### config.mk
export PLATFORM = sky130hd
export DESIGN_NAME = fat_dir_entry_scanner_core
export DESIGN_NICKNAME = d
export VERILOG_FILES = /design/src/hdl/fds_pkg.sv /design/src/hdl/fds_front.sv /design/src/hdl/fds_queue.sv /design/src/hdl/fds_back.sv /design/src/hdl/fat_dir_entry_scanner_core.sv
export SDC_FILE = /design/constraint.sdc
export NUM_CORES = 1
export LEC_CHECK = 0
export BUFFER_PORTS_ARGS = -buffer_cell sky130_fd_sc_hd__buf_2
export CORE_ASPECT_RATIO = 2
export CORE_MARGIN = 8
export CORE_UTILIZATION = 56
export CTS_BUF_LIST = sky130_fd_sc_hd__clkbuf_4
export DETAILED_ROUTE_END_ITERATION = 10
export GPL_TIMING_DRIVEN = 0
export PLACE_DENSITY = 0.87
export SETUP_SLACK_MARGIN = 0.5
export SYNTH_ARGS = -nofsm -noshare
export SYNTH_HDL_FRONTEND = slang
export SYNTH_SLANG_ARGS = --single-unit
### constraint.sdc
create_clock -name clk -period 12.23 [get_ports clk]
set_input_delay 2.446 -clock clk [delete_from_list [all_inputs] [get_ports clk]]
set_output_delay 2.446 -clock clk [all_outputs]
set_load 0.01 [all_outputs]
### src/hdl/fds_pkg.sv
package fds_pkg;

    localparam int NAME_CAPACITY = 12;
    localparam int SEEN_W        = 17;
    localparam int CFG_INDEX_W   = 8;
    localparam int CFG_DATA_W    = 64;

    localparam logic [SEEN_W-1:0] SEEN_MAX = {SEEN_W{1'b1}};

    localparam logic [7:0] CH_SPACE    = 8'h20;
    localparam logic [7:0] CH_DOT      = 8'h2E;
    localparam logic [7:0] CH_END      = 8'h00;
    localparam logic [7:0] CH_DELETED  = 8'hE5;
    localparam logic [7:0] CH_KANJI_E5 = 8'h05;
    localparam logic [7:0] ATTR_LFN    = 8'h0F;

    localparam int BASE_LEN = 8;
    localparam int EXT_LEN  = 3;

    // result status codes
    localparam logic [1:0] ST_MISS  = 2'd0;
    localparam logic [1:0] ST_FOUND = 2'd1;
    localparam logic [1:0] ST_END   = 2'd2;
    localparam logic [1:0] ST_DONE  = 2'd3;

    // configuration register indexes
    localparam logic [CFG_INDEX_W-1:0] REG_SEARCH_MODE  = 8'd0;
    localparam logic [CFG_INDEX_W-1:0] REG_TARGET_BASE  = 8'd1;
    localparam logic [CFG_INDEX_W-1:0] REG_TARGET_EXT   = 8'd2;
    localparam logic [CFG_INDEX_W-1:0] REG_TARGET_INDEX = 8'd3;

    typedef struct packed {
        logic        first_entry;
        logic [63:0] entry_base;
        logic [23:0] entry_ext;
        logic [7:0]  entry_attr;
        logic [15:0] cluster_high;
        logic [15:0] cluster_low;
        logic [31:0] entry_size;
    } entry_t;

    typedef struct packed {
        logic [1:0]  status;
        logic [31:0] first_cluster;
        logic        is_dir;
        logic [31:0] file_size;
        logic [7:0]  name_char;
        logic        char_valid;
        logic [3:0]  name_length;
        logic        last;
    } result_t;

    typedef struct packed {
        logic        search_mode;
        logic [63:0] target_base;
        logic [23:0] target_ext;
        logic [15:0] target_index;
    } cfg_t;

    // one classified entry waiting for the back end
    typedef struct packed {
        logic [1:0]  status;
        logic [31:0] first_cluster;
        logic        is_dir;
        logic [31:0] file_size;
        logic        is_name;
        logic [63:0] base;
        logic [23:0] ext;
        logic [3:0]  base_len;
        logic [1:0]  ext_len;
        logic [3:0]  name_len;
    } job_t;

endpackage

### src/hdl/fds_front.sv
module fds_front #(
    parameter int NAME_CAPACITY = fds_pkg::NAME_CAPACITY
) (
    input  logic            clk,
    input  logic            rst_n,
    input  fds_pkg::cfg_t   cfg,
    input  logic            accept,
    input  fds_pkg::entry_t entry,
    output fds_pkg::job_t   job
);

    logic [fds_pkg::SEEN_W-1:0] seen_reg, seen_next;
    logic                       done_reg, done_next;

    logic [fds_pkg::SEEN_W-1:0] eff_seen, seen_inc;
    logic                       eff_done;
    logic [7:0]                 b0;
    logic                       skip, dir;
    logic [63:0]                cmp_base;
    logic [3:0]                 base_len, total_len;
    logic [1:0]                 ext_len;

    assign eff_seen = entry.first_entry ? '0 : seen_reg;
    assign eff_done = entry.first_entry ? 1'b0 : done_reg;
    assign seen_inc = (eff_seen == fds_pkg::SEEN_MAX) ? eff_seen
                                                      : eff_seen + 1'b1;
    assign b0   = entry.entry_base[63:56];
    assign dir  = entry.entry_attr[4];
    assign skip = (b0 == fds_pkg::CH_DELETED) || (entry.entry_attr == fds_pkg::ATTR_LFN)
                  || entry.entry_attr[3];
    assign cmp_base = (b0 == fds_pkg::CH_KANJI_E5)
                      ? {fds_pkg::CH_DELETED, entry.entry_base[55:0]} : entry.entry_base;

    // trailing-space trim of base and extension
    always_comb
    begin
        base_len = '0;
        ext_len  = '0;
        for (int i = 0; i < fds_pkg::BASE_LEN; i++)
        begin
            if (entry.entry_base[63-8*i -: 8] != fds_pkg::CH_SPACE)
                base_len = 4'(i + 1);
        end
        for (int i = 0; i < fds_pkg::EXT_LEN; i++)
        begin
            if (entry.entry_ext[23-8*i -: 8] != fds_pkg::CH_SPACE)
                ext_len = 2'(i + 1);
        end
    end

    assign total_len = base_len + ((ext_len != 2'd0) ? ({2'b00, ext_len} + 4'd1) : 4'd0);

    always_comb
    begin
        job           = '0;
        job.status    = fds_pkg::ST_MISS;
        job.base      = entry.entry_base;
        job.ext       = entry.entry_ext;
        job.base_len  = base_len;
        job.ext_len   = ext_len;
        job.name_len  = (total_len > 4'(NAME_CAPACITY)) ? 4'(NAME_CAPACITY) : total_len;
        seen_next     = eff_seen;
        done_next     = eff_done;
        if (eff_done)
        begin
            job.status = fds_pkg::ST_DONE;
        end
        else if (b0 == fds_pkg::CH_END)
        begin
            job.status = fds_pkg::ST_END;
            done_next  = 1'b1;
        end
        else if (skip)
        begin
            job.status = fds_pkg::ST_MISS;
        end
        else if (!cfg.search_mode)
        begin
            seen_next = seen_inc;
            if (cmp_base == cfg.target_base && entry.entry_ext == cfg.target_ext)
            begin
                job.status        = fds_pkg::ST_FOUND;
                job.first_cluster = {entry.cluster_high, entry.cluster_low};
                job.is_dir        = dir;
                job.file_size     = dir ? 32'd0 : entry.entry_size;
                done_next         = 1'b1;
            end
        end
        else if (eff_seen != {1'b0, cfg.target_index})
        begin
            seen_next = seen_inc;
        end
        else
        begin
            job.status  = fds_pkg::ST_FOUND;
            job.is_dir  = dir;
            job.is_name = 1'b1;
            done_next   = 1'b1;
        end
    end

    always_ff @(posedge clk or negedge rst_n)
    begin
        if (!rst_n)
        begin
            seen_reg <= '0;
            done_reg <= 1'b0;
        end
        else if (accept)
        begin
            seen_reg <= seen_next;
            done_reg <= done_next;
        end
    end

endmodule

### src/hdl/fds_queue.sv
module fds_queue (
    input  logic          clk,
    input  logic          rst_n,
    input  logic          push,
    input  fds_pkg::job_t push_job,
    output logic          full,
    input  logic          pop,
    output logic          head_valid,
    output fds_pkg::job_t head_job
);

    fds_pkg::job_t slot_reg [2];
    logic          wr_ptr_reg, rd_ptr_reg;
    logic [1:0]    count_reg;

    assign full       = (count_reg == 2'd2);
    assign head_valid = (count_reg != 2'd0);
    assign head_job   = slot_reg[rd_ptr_reg];

    always_ff @(posedge clk)
    begin
        if (push)
            slot_reg[wr_ptr_reg] <= push_job;
    end

    always_ff @(posedge clk or negedge rst_n)
    begin
        if (!rst_n)
        begin
            wr_ptr_reg <= 1'b0;
            rd_ptr_reg <= 1'b0;
            count_reg  <= 2'd0;
        end
        else
        begin
            if (push)
                wr_ptr_reg <= ~wr_ptr_reg;
            if (pop)
                rd_ptr_reg <= ~rd_ptr_reg;
            if (push && !pop)
                count_reg <= count_reg + 2'd1;
            else if (pop && !push)
                count_reg <= count_reg - 2'd1;
        end
    end

endmodule

### src/hdl/fds_back.sv
module fds_back (
    input  logic             clk,
    input  logic             rst_n,
    input  logic             head_valid,
    input  fds_pkg::job_t    head_job,
    output logic             pop,
    output logic             result_valid,
    input  logic             result_ready,
    output fds_pkg::result_t result
);

    logic             out_valid_reg;
    fds_pkg::result_t out_reg, out_next;
    logic [3:0]       pos_reg;
    logic             advance, is_last;
    logic [7:0]       base_char, ext_char;
    logic [3:0]       ext_pos;

    assign advance = head_valid && (!out_valid_reg || result_ready);
    assign is_last = !head_job.is_name || (head_job.name_len == 4'd0)
                     || (pos_reg == head_job.name_len - 4'd1);
    assign pop     = advance && is_last;

    assign ext_pos  = pos_reg - head_job.base_len - 4'd1;
    assign ext_char = head_job.ext[23 - 8*ext_pos[1:0] -: 8];

    always_comb
    begin
        base_char = head_job.base[63 - 8*pos_reg[2:0] -: 8];
        if (pos_reg == 4'd0 && base_char == fds_pkg::CH_KANJI_E5)
            base_char = fds_pkg::CH_DELETED;
    end

    always_comb
    begin
        out_next               = '0;
        out_next.status        = head_job.status;
        out_next.first_cluster = head_job.first_cluster;
        out_next.is_dir        = head_job.is_dir;
        out_next.file_size     = head_job.file_size;
        out_next.last          = is_last;
        if (head_job.is_name && head_job.name_len != 4'd0)
        begin
            out_next.char_valid = 1'b1;
            if (pos_reg < head_job.base_len)
                out_next.name_char = base_char;
            else if (pos_reg == head_job.base_len)
                out_next.name_char = fds_pkg::CH_DOT;
            else
                out_next.name_char = ext_char;
            if (is_last)
                out_next.name_length = head_job.name_len;
        end
    end

    always_ff @(posedge clk)
    begin
        if (advance)
            out_reg <= out_next;
    end

    always_ff @(posedge clk or negedge rst_n)
    begin
        if (!rst_n)
        begin
            out_valid_reg <= 1'b0;
            pos_reg       <= '0;
        end
        else
        begin
            if (advance)
                out_valid_reg <= 1'b1;
            else if (result_ready)
                out_valid_reg <= 1'b0;
            if (pop)
                pos_reg <= '0;
            else if (advance)
                pos_reg <= pos_reg + 4'd1;
        end
    end

    assign result_valid = out_valid_reg;
    assign result       = out_reg;

endmodule

### src/hdl/fat_dir_entry_scanner_core.sv
// An accepted entry's job is registered in the job queue, then its result in the output register.
// Throughput: one entry per cycle while the queue has room; an index-mode hit emits
// one character per cycle while result_ready is high, so it holds the back end for
// its whole name while the 2-deep job queue keeps accepting entries until it fills.
// Reset (rst_n, async, active low): clears the visible count, the done flag, all
// configuration registers, the job queue and the output valid flag.
module fat_dir_entry_scanner_core #(
    parameter int NAME_CAPACITY = fds_pkg::NAME_CAPACITY
) (
    input  logic                            clk,
    input  logic                            rst_n,
    input  logic                            entry_valid,
    output logic                            entry_ready,
    input  fds_pkg::entry_t                 entry,
    output logic                            result_valid,
    input  logic                            result_ready,
    output fds_pkg::result_t                result,
    input  logic                            cfg_valid,
    output logic                            cfg_ready,
    input  logic [fds_pkg::CFG_INDEX_W-1:0] cfg_index,
    input  logic [fds_pkg::CFG_DATA_W-1:0]  cfg_data
);

    fds_pkg::cfg_t cfg_reg;
    fds_pkg::job_t front_job, head_job;
    logic          q_full, head_valid, pop, accept;

    assign cfg_ready   = 1'b1;
    assign entry_ready = !q_full;
    assign accept      = entry_valid && entry_ready;

    always_ff @(posedge clk or negedge rst_n)
    begin
        if (!rst_n)
        begin
            cfg_reg <= '0;
        end
        else if (cfg_valid)
        begin
            unique case (cfg_index)
                fds_pkg::REG_SEARCH_MODE:  cfg_reg.search_mode  <= cfg_data[0];
                fds_pkg::REG_TARGET_BASE:  cfg_reg.target_base  <= cfg_data;
                fds_pkg::REG_TARGET_EXT:   cfg_reg.target_ext   <= cfg_data[23:0];
                fds_pkg::REG_TARGET_INDEX: cfg_reg.target_index <= cfg_data[15:0];
                default: ;
            endcase
        end
    end

    fds_front #(
        .NAME_CAPACITY(NAME_CAPACITY)
    ) u_front (
        .clk   (clk),
        .rst_n (rst_n),
        .cfg   (cfg_reg),
        .accept(accept),
        .entry (entry),
        .job   (front_job)
    );

    fds_queue u_queue (
        .clk       (clk),
        .rst_n     (rst_n),
        .push      (accept),
        .push_job  (front_job),
        .full      (q_full),
        .pop       (pop),
        .head_valid(head_valid),
        .head_job  (head_job)
    );

    fds_back u_back (
        .clk         (clk),
        .rst_n       (rst_n),
        .head_valid  (head_valid),
        .head_job    (head_job),
        .pop         (pop),
        .result_valid(result_valid),
        .result_ready(result_ready),
        .result      (result)
    );

    // anything but a hit is a single-result transaction
    assert property (@(posedge clk) disable iff (!rst_n)
        result_valid && result.status != fds_pkg::ST_FOUND |-> result.last)
        else $error("non-found result without last");

    assert property (@(posedge clk) disable iff (!rst_n)
        result_valid && (result.char_valid || result.first_cluster != 32'd0)
        |-> result.status == fds_pkg::ST_FOUND)
        else $error("payload fields set on a non-found result");

    assert property (@(posedge clk) disable iff (!rst_n)
        result_valid && result.name_length != 4'd0
        |-> result.last && result.char_valid)
        else $error("name length outside the last character");

    assert property (@(posedge clk) disable iff (!rst_n)
        pop |-> head_valid)
        else $error("queue popped while empty");

endmodule

Word-level counts from Yosys, hierarchy flattened
Memories as Yosys holds them, arrays and structs flattened.
Index checks and enable logic that the tools add are counted.

cells by class
  shift operators = 2
  add/subtract/negate cells = 11
  equal/unequal tests = 25
  mux-type cells = 56
  reductions and logical operators = 33
  bitwise operators = 2
  order comparisons = 2

operators by type and width
  operator                 number
  $mux W66                 4
  $mux W17                 7
  $mux W32                 3
  $ne A8 B6 Y1 const B     11
  $shiftx A71 B33 Y8       1
  $eq A64 B64 Y1           1
  $mux W64                 1
  $mux W4                  12
  $shiftx A31 B33 Y8       1
  $eq A24 B24 Y1           1
  $mux W8                  3
  $add A17 B1 Y17 const B  1
  $eq A17 B17 Y1 const B   1
  $mux W1                  17
  $ne A17 B16 Y1           1
  $eq A8 B2 Y1 const B     2
  $eq A8 B3 Y1 const B     2
  $logic_not A8 Y1         2
  $mux W2                  8
  $reduce_and A2 Y1        5
  $reduce_bool A2 Y1       5
  $eq A4 B4 Y1             2
  $eq A8 B1 Y1 const B     1
  $eq A8 B4 Y1 const B     1
  20 further kinds         38

storage, ports and cells
  logic and storage cells = 151
  memory bits (writable) = 332
  register bits after elaboration = 213
  memories kept = 1
  output and inout bits = 84
  bits of input ports = 238

memories
  name              depth  width  read ports  clocked after memory_dff  wr ports  line             source
  u_queue.slot_reg  2      166    1           0                         1         fds_queue.sv:12  fds_pkg::job_t slot_reg [2];

Logic depth before layout (Yosys ltp)
  word-level depth = 12
  mapped depth = 16
  depth with buffers taken out = 12

Cells and area by module
A second synthesis with hierarchy kept.

unflattened totals
  cells, all modules = 1599
  area total of the unflattened synthesis = 25210.4 um2

modules (own cells, without submodules)
  module                      times used  area each (um2)  cells each  seq. area each (um2)
  fds_queue                   1           12710.9          533         10069.7
  fds_front                   1           4335.4           600         450.4
  fat_dir_entry_scanner_core  1           4294.1           230         2627.5
  fds_back                    1           3870.0           236         2557.5

Least setup slack after synthesis
Ideal clock, no wire load.

  path kind = input to register
  start = input entry_valid
  end = memory u_queue.slot_reg[0][0] (netlist bit) (enable)
  required time = 11539 ps
  path buffers = 1
  path slack = 1881 ps
  library setup time = 691 ps
  arrival time = 9658 ps
  cell stages on the path = 3
  cell sequence = nand2_1 -> clkbuf_1 -> nor2_1

on the way
  word-level cells in the longest chain between the ends = 3

RTL lines
  what                           line                              source
  start: declaration             fat_dir_entry_scanner_core.sv:12  input logic entry_valid,
  $logic_and A1 B1 Y1            fat_dir_entry_scanner_core.sv:30  assign accept = entry_valid && entry_ready;
  $mux W1                        fds_queue.sv:22                   if (push)
  $mux W1 (not written as such)  fds_queue.sv:23                   slot_reg[wr_ptr_reg] <= push_job;
  end: declaration               fds_queue.sv:12

Every way passes these cells.

Worst setup path in the final report
  start = register u_queue.rd_ptr_reg
  end = register u_back.out_reg, in the netlist u_back.result[6] (data pin)

on the way
  word-level cells in the longest chain between the ends = 7
  elaborated cells between the ends (all ways) = 15
  those cells by class = add/sub (3); order compare (1); eq/ne (2); shift (2); mux (3); reduce/logical (3); memory (1)

RTL lines
  what                      line             source
  start: declaration        fds_queue.sv:13  logic wr_ptr_reg, rd_ptr_reg;
  start signal: assignment  fds_queue.sv:39  rd_ptr_reg <= ~rd_ptr_reg;
  $mem_v2 Z2 W166 *         n/a
  $sub A2 B2 Y2             fds_back.sv:24   assign ext_pos = pos_reg - head_job.base_len - 4'd1;
  $sub A2 B1 Y2             fds_back.sv:24
  $sub A5 B5 Y6             fds_back.sv:25   assign ext_char = head_job.ext[23 - 8*ext_pos[1:0] -: 8];
  $shiftx A31 B33 Y8        fds_back.sv:25
  $mux W8                   fds_back.sv:47   else if (pos_reg == head_job.base_len)
  $mux W8                   fds_back.sv:45   if (pos_reg < head_job.base_len)
  end signal: assignment    fds_back.sv:59   out_reg <= out_next;
  end: declaration          fds_back.sv:13   fds_pkg::result_t out_reg, out_next;

Every way passes the cells marked *; elsewhere a longest branch is shown, timed or not.
A chain may end at the register's enable or synchronous reset.

==> reports/metrics.yaml <==
worst_setup_path:
  cp-start-kind: "flip-flop"
  cp_max_fo: 10
  cp_top_family: "buffers and inverters"
  critPathMostFrequentCell: "buf_2"
  cp_data_required_time_ns: 12.73
  crit_chain: "buf_2, buf_2, clkbuf_1, buf_2, clkbuf_1, buf_2, mux2i_1, inv_1, ha_1, clkbuf_1, mux4_2, a22o_1, a22oi_1, nor2_1"
  crit_type: "reg2reg"
  max_stage_delay_ns: 0.68
  slowest_stage: "clkbuf_1"
  end_kind: "flip-flop"
  cp_data_arrival_time_ns: 6.37
  worst-path-buf-inv: 8
floorplan:
  dieArea_um2: 47950
  coreArea_um2: 40730
  die_w_um: 158.9
  io_pins: 322
  initial_core_util: 0.5615
  dieHeight_um: 301.8
  fp-row-count: 105
pwr:
  powerDensity_nw_per_um2: 205.4
  ir_drop_uv: 138.6
  power_uw: 5506
  p_leak_uw: 0.01081
cts:
  clockBufferDepth: 3
  cts_setup_buffers: 0
  clkSinkCount: 541
  cts_max_level: 3
  ctsHoldBuffers: 0
  insertion_delay_ns: 0.83
  cts_resized: 0
  cts_buffers: 111
  cts-root-buf: "clkbuf_4"
  cts_tree: "yes"
  path_clk_slew_ns: 0.08
synthesis:
  yosysMostFrequentCell: "edfxtp_1"
  synth_flop_cell: "edfxtp_1"
  yosysWarnings: 0
  async_reset_ff_frac: 0.2440
  synth.area.top_cells: "edfxtp_1 (54%), dfrtp_1 (14%), mux2_2 (9.0%), mux4_2 (4.2%), xor2_1 (2.2%)"
  yosysTopAreaCell: "edfxtp_1"
  seq_area_frac_synth: 0.6815
  avgSynthCellArea_um2: 15.99
  synth-seq-cells: 541
  syn_area_um2: 22870
  synth_edf_count: 409
  synthesis.nets: 1684
  synthTopCellsByCount: "edfxtp_1 (409), mux2_2 (183), dfrtp_1 (132)"
  synth.distinct_cells: 75
  synthCells: 1430
  yosys.area.top_type_share: 0.5370
detailed_routing:
  dr.pass1.iters: 7
  vias: 14940
  routedWlPerCell_um: 24.99
  routed_via_density: 5.954
  first_iter_violations: 1488
  routed_wl_mm: 62.72
  detail-route-antenna-nets: 0
  drc: 0
sta:
  fin_crit_sh: 0.4799
  finalSetupViolCount: 0
  slew_violations: 0
  skew_ns: 0.07535
  period_minus_slack_ns: 5.869
  slew_headroom: 0.2530
  worst_pin_slew_ns: 1.110
  fmax_ghz: 0.1704
  setup-tns-final_ns: 0
  grt_setup_unrepaired: "no"
  final-hold-violation-count: 0
global_routing:
  grtUsageTotal: 0.2574
  grt_pass1_vias: 15650
  grt_max_degree: 72
  antenna_found_initial: 13
  grt-ovfl-total: 0
  grt_pass1_wl_mm: 93.07
finish:
  largest_reg_flops: 328
  fin_nets: 2120
  area_delta_synth_final_pct: 17.23
  drive_above_1_share: 0.3828
  fillCellCount: 2870
place:
  place.gp.congestion: 0.9387
  hpwlAfterDp_mm: 46.63
  portBuffers: 314
outcome:
  status: "complete, no violations"
min_path:
  hp-class: "reg2reg"
flow_run:
  maxCapViolations: 0
## cells in the final DEF (no fill, tap or decap), types with 46 or more instances in the layout
| cell type | count |
|---|---|
| mux2_2 | 183 |
| nand2_1 | 46 |
| clkbuf_4 | 149 |
| dfrtp_1 | 132 |
| xor2_1 | 57 |
| edfxtp_1 | 409 |
| and2_1 | 68 |
| buf_2 | 325 |
| nor2_1 | 46 |
## metal layers
layer / up-vias / share of wire / track usage
li1: 6493 / - / -
met1: 7380 / 0.35 / 0.2925
met2: 880 / 0.50 / 0.4387
met3: 185 / 0.098 / 0.07030
met4: 6 / 0.050 / 0.1374
met5: - / 0.00054 / 0
## final cells by class
class	instances	area (um^2)	share of cell area
flip-flops and latches	541	15580	0.5813
well taps	535	669.4	0.02497
clock buffers	149	1119	0.04172
repair buffers	323	1788	0.06669
plain buffers	55	232.7	0.008681
diodes	16	40.04	0.001493
inverters	46	175.2	0.006534
clock inverters	57	309.0	0.01153
multi-input cells	788	6892	0.2571
## through the flow
| stage | hold slack (ns) | util | setup WS [ns] | instances | cell area [um^2] |
|---|---|---|---|---|---|
| after floorplan | 0.4608 | - | 1.881 | 1430 | 22870 |
| after global placement | 0.4794 | 0.6166 | -2.163 | 2279 | 25110 |
| after detailed placement | 0.4928 | 0.6222 | 6.042 | 2288 | 25340 |
| after CTS | 0.5088 | 0.6573 | 6.251 | 2494 | 26770 |
| after global routing | 0.5238 | 0.6578 | 6.025 | 2502 | 26790 |
| final | 0.5066 | 0.6583 | 6.361 | 2510 | 26810 |
## power by group
| group | total (uW) | leakage, uW | switching [uW] | internal [uW] |
|---|---|---|---|---|
| sequential | 2650 | 0.00568 | 155 | 2500 |
| combinational | 1540 | 0.00430 | 913 | 630 |
| clock | 1310 | 0.000830 | 690 | 619 |
## worst reg2reg max path: cells and delay by family, from the launching register on
family                     cells  cell delay, ns
AOI/OAI and AO/OA              2            0.53
adders and majority gates      1            0.30
buffers and inverters          8            3.63
DFF                            1            0.32
muxes                          2            0.75
and+or+nand+nor                1            0.07
## path summary, 6_finish.rpt
check | start | to | slack (ns) | cells after the start
max | u_queue.rd_ptr_reg$_DFFE_PN0N_ | u_back.result[6]$_SDFFCE_PN0P_ | 6.36 | 14
min | cfg_reg[93]$_DFFE_PN0P_ | cfg_reg[93]$_DFFE_PN0P_ | 0.51 | 1
max reg2reg | u_queue.rd_ptr_reg$_DFFE_PN0N_ | u_back.result[6]$_SDFFCE_PN0P_ | 6.36 | 14
min reg2reg | cfg_reg[93]$_DFFE_PN0P_ | cfg_reg[93]$_DFFE_PN0P_ | 0.51 | 1
max in group asynchronous | rst_n | cfg_reg[77]$_DFFE_PN0P_ | 9.76 | 2
min in group asynchronous | rst_n | cfg_reg[6]$_DFFE_PN0P_ | 1.67 | 1
## kinds of logic (layout without fill, tap and decap cells)
logic type      Yosys count  count (layout)  synth area share
compound gates          135             135           0.04284
mux                     241             241            0.1390
fa+ha+maj                16              16          0.009082
simple gates            317             317           0.07982
xor+xnor                 78              78           0.02987
other cells               1              17         0.0001640
buf+inv                 101             630           0.01773
flops                   541             541            0.6815
No activity file was read; power rests on OpenSTA's default activity.
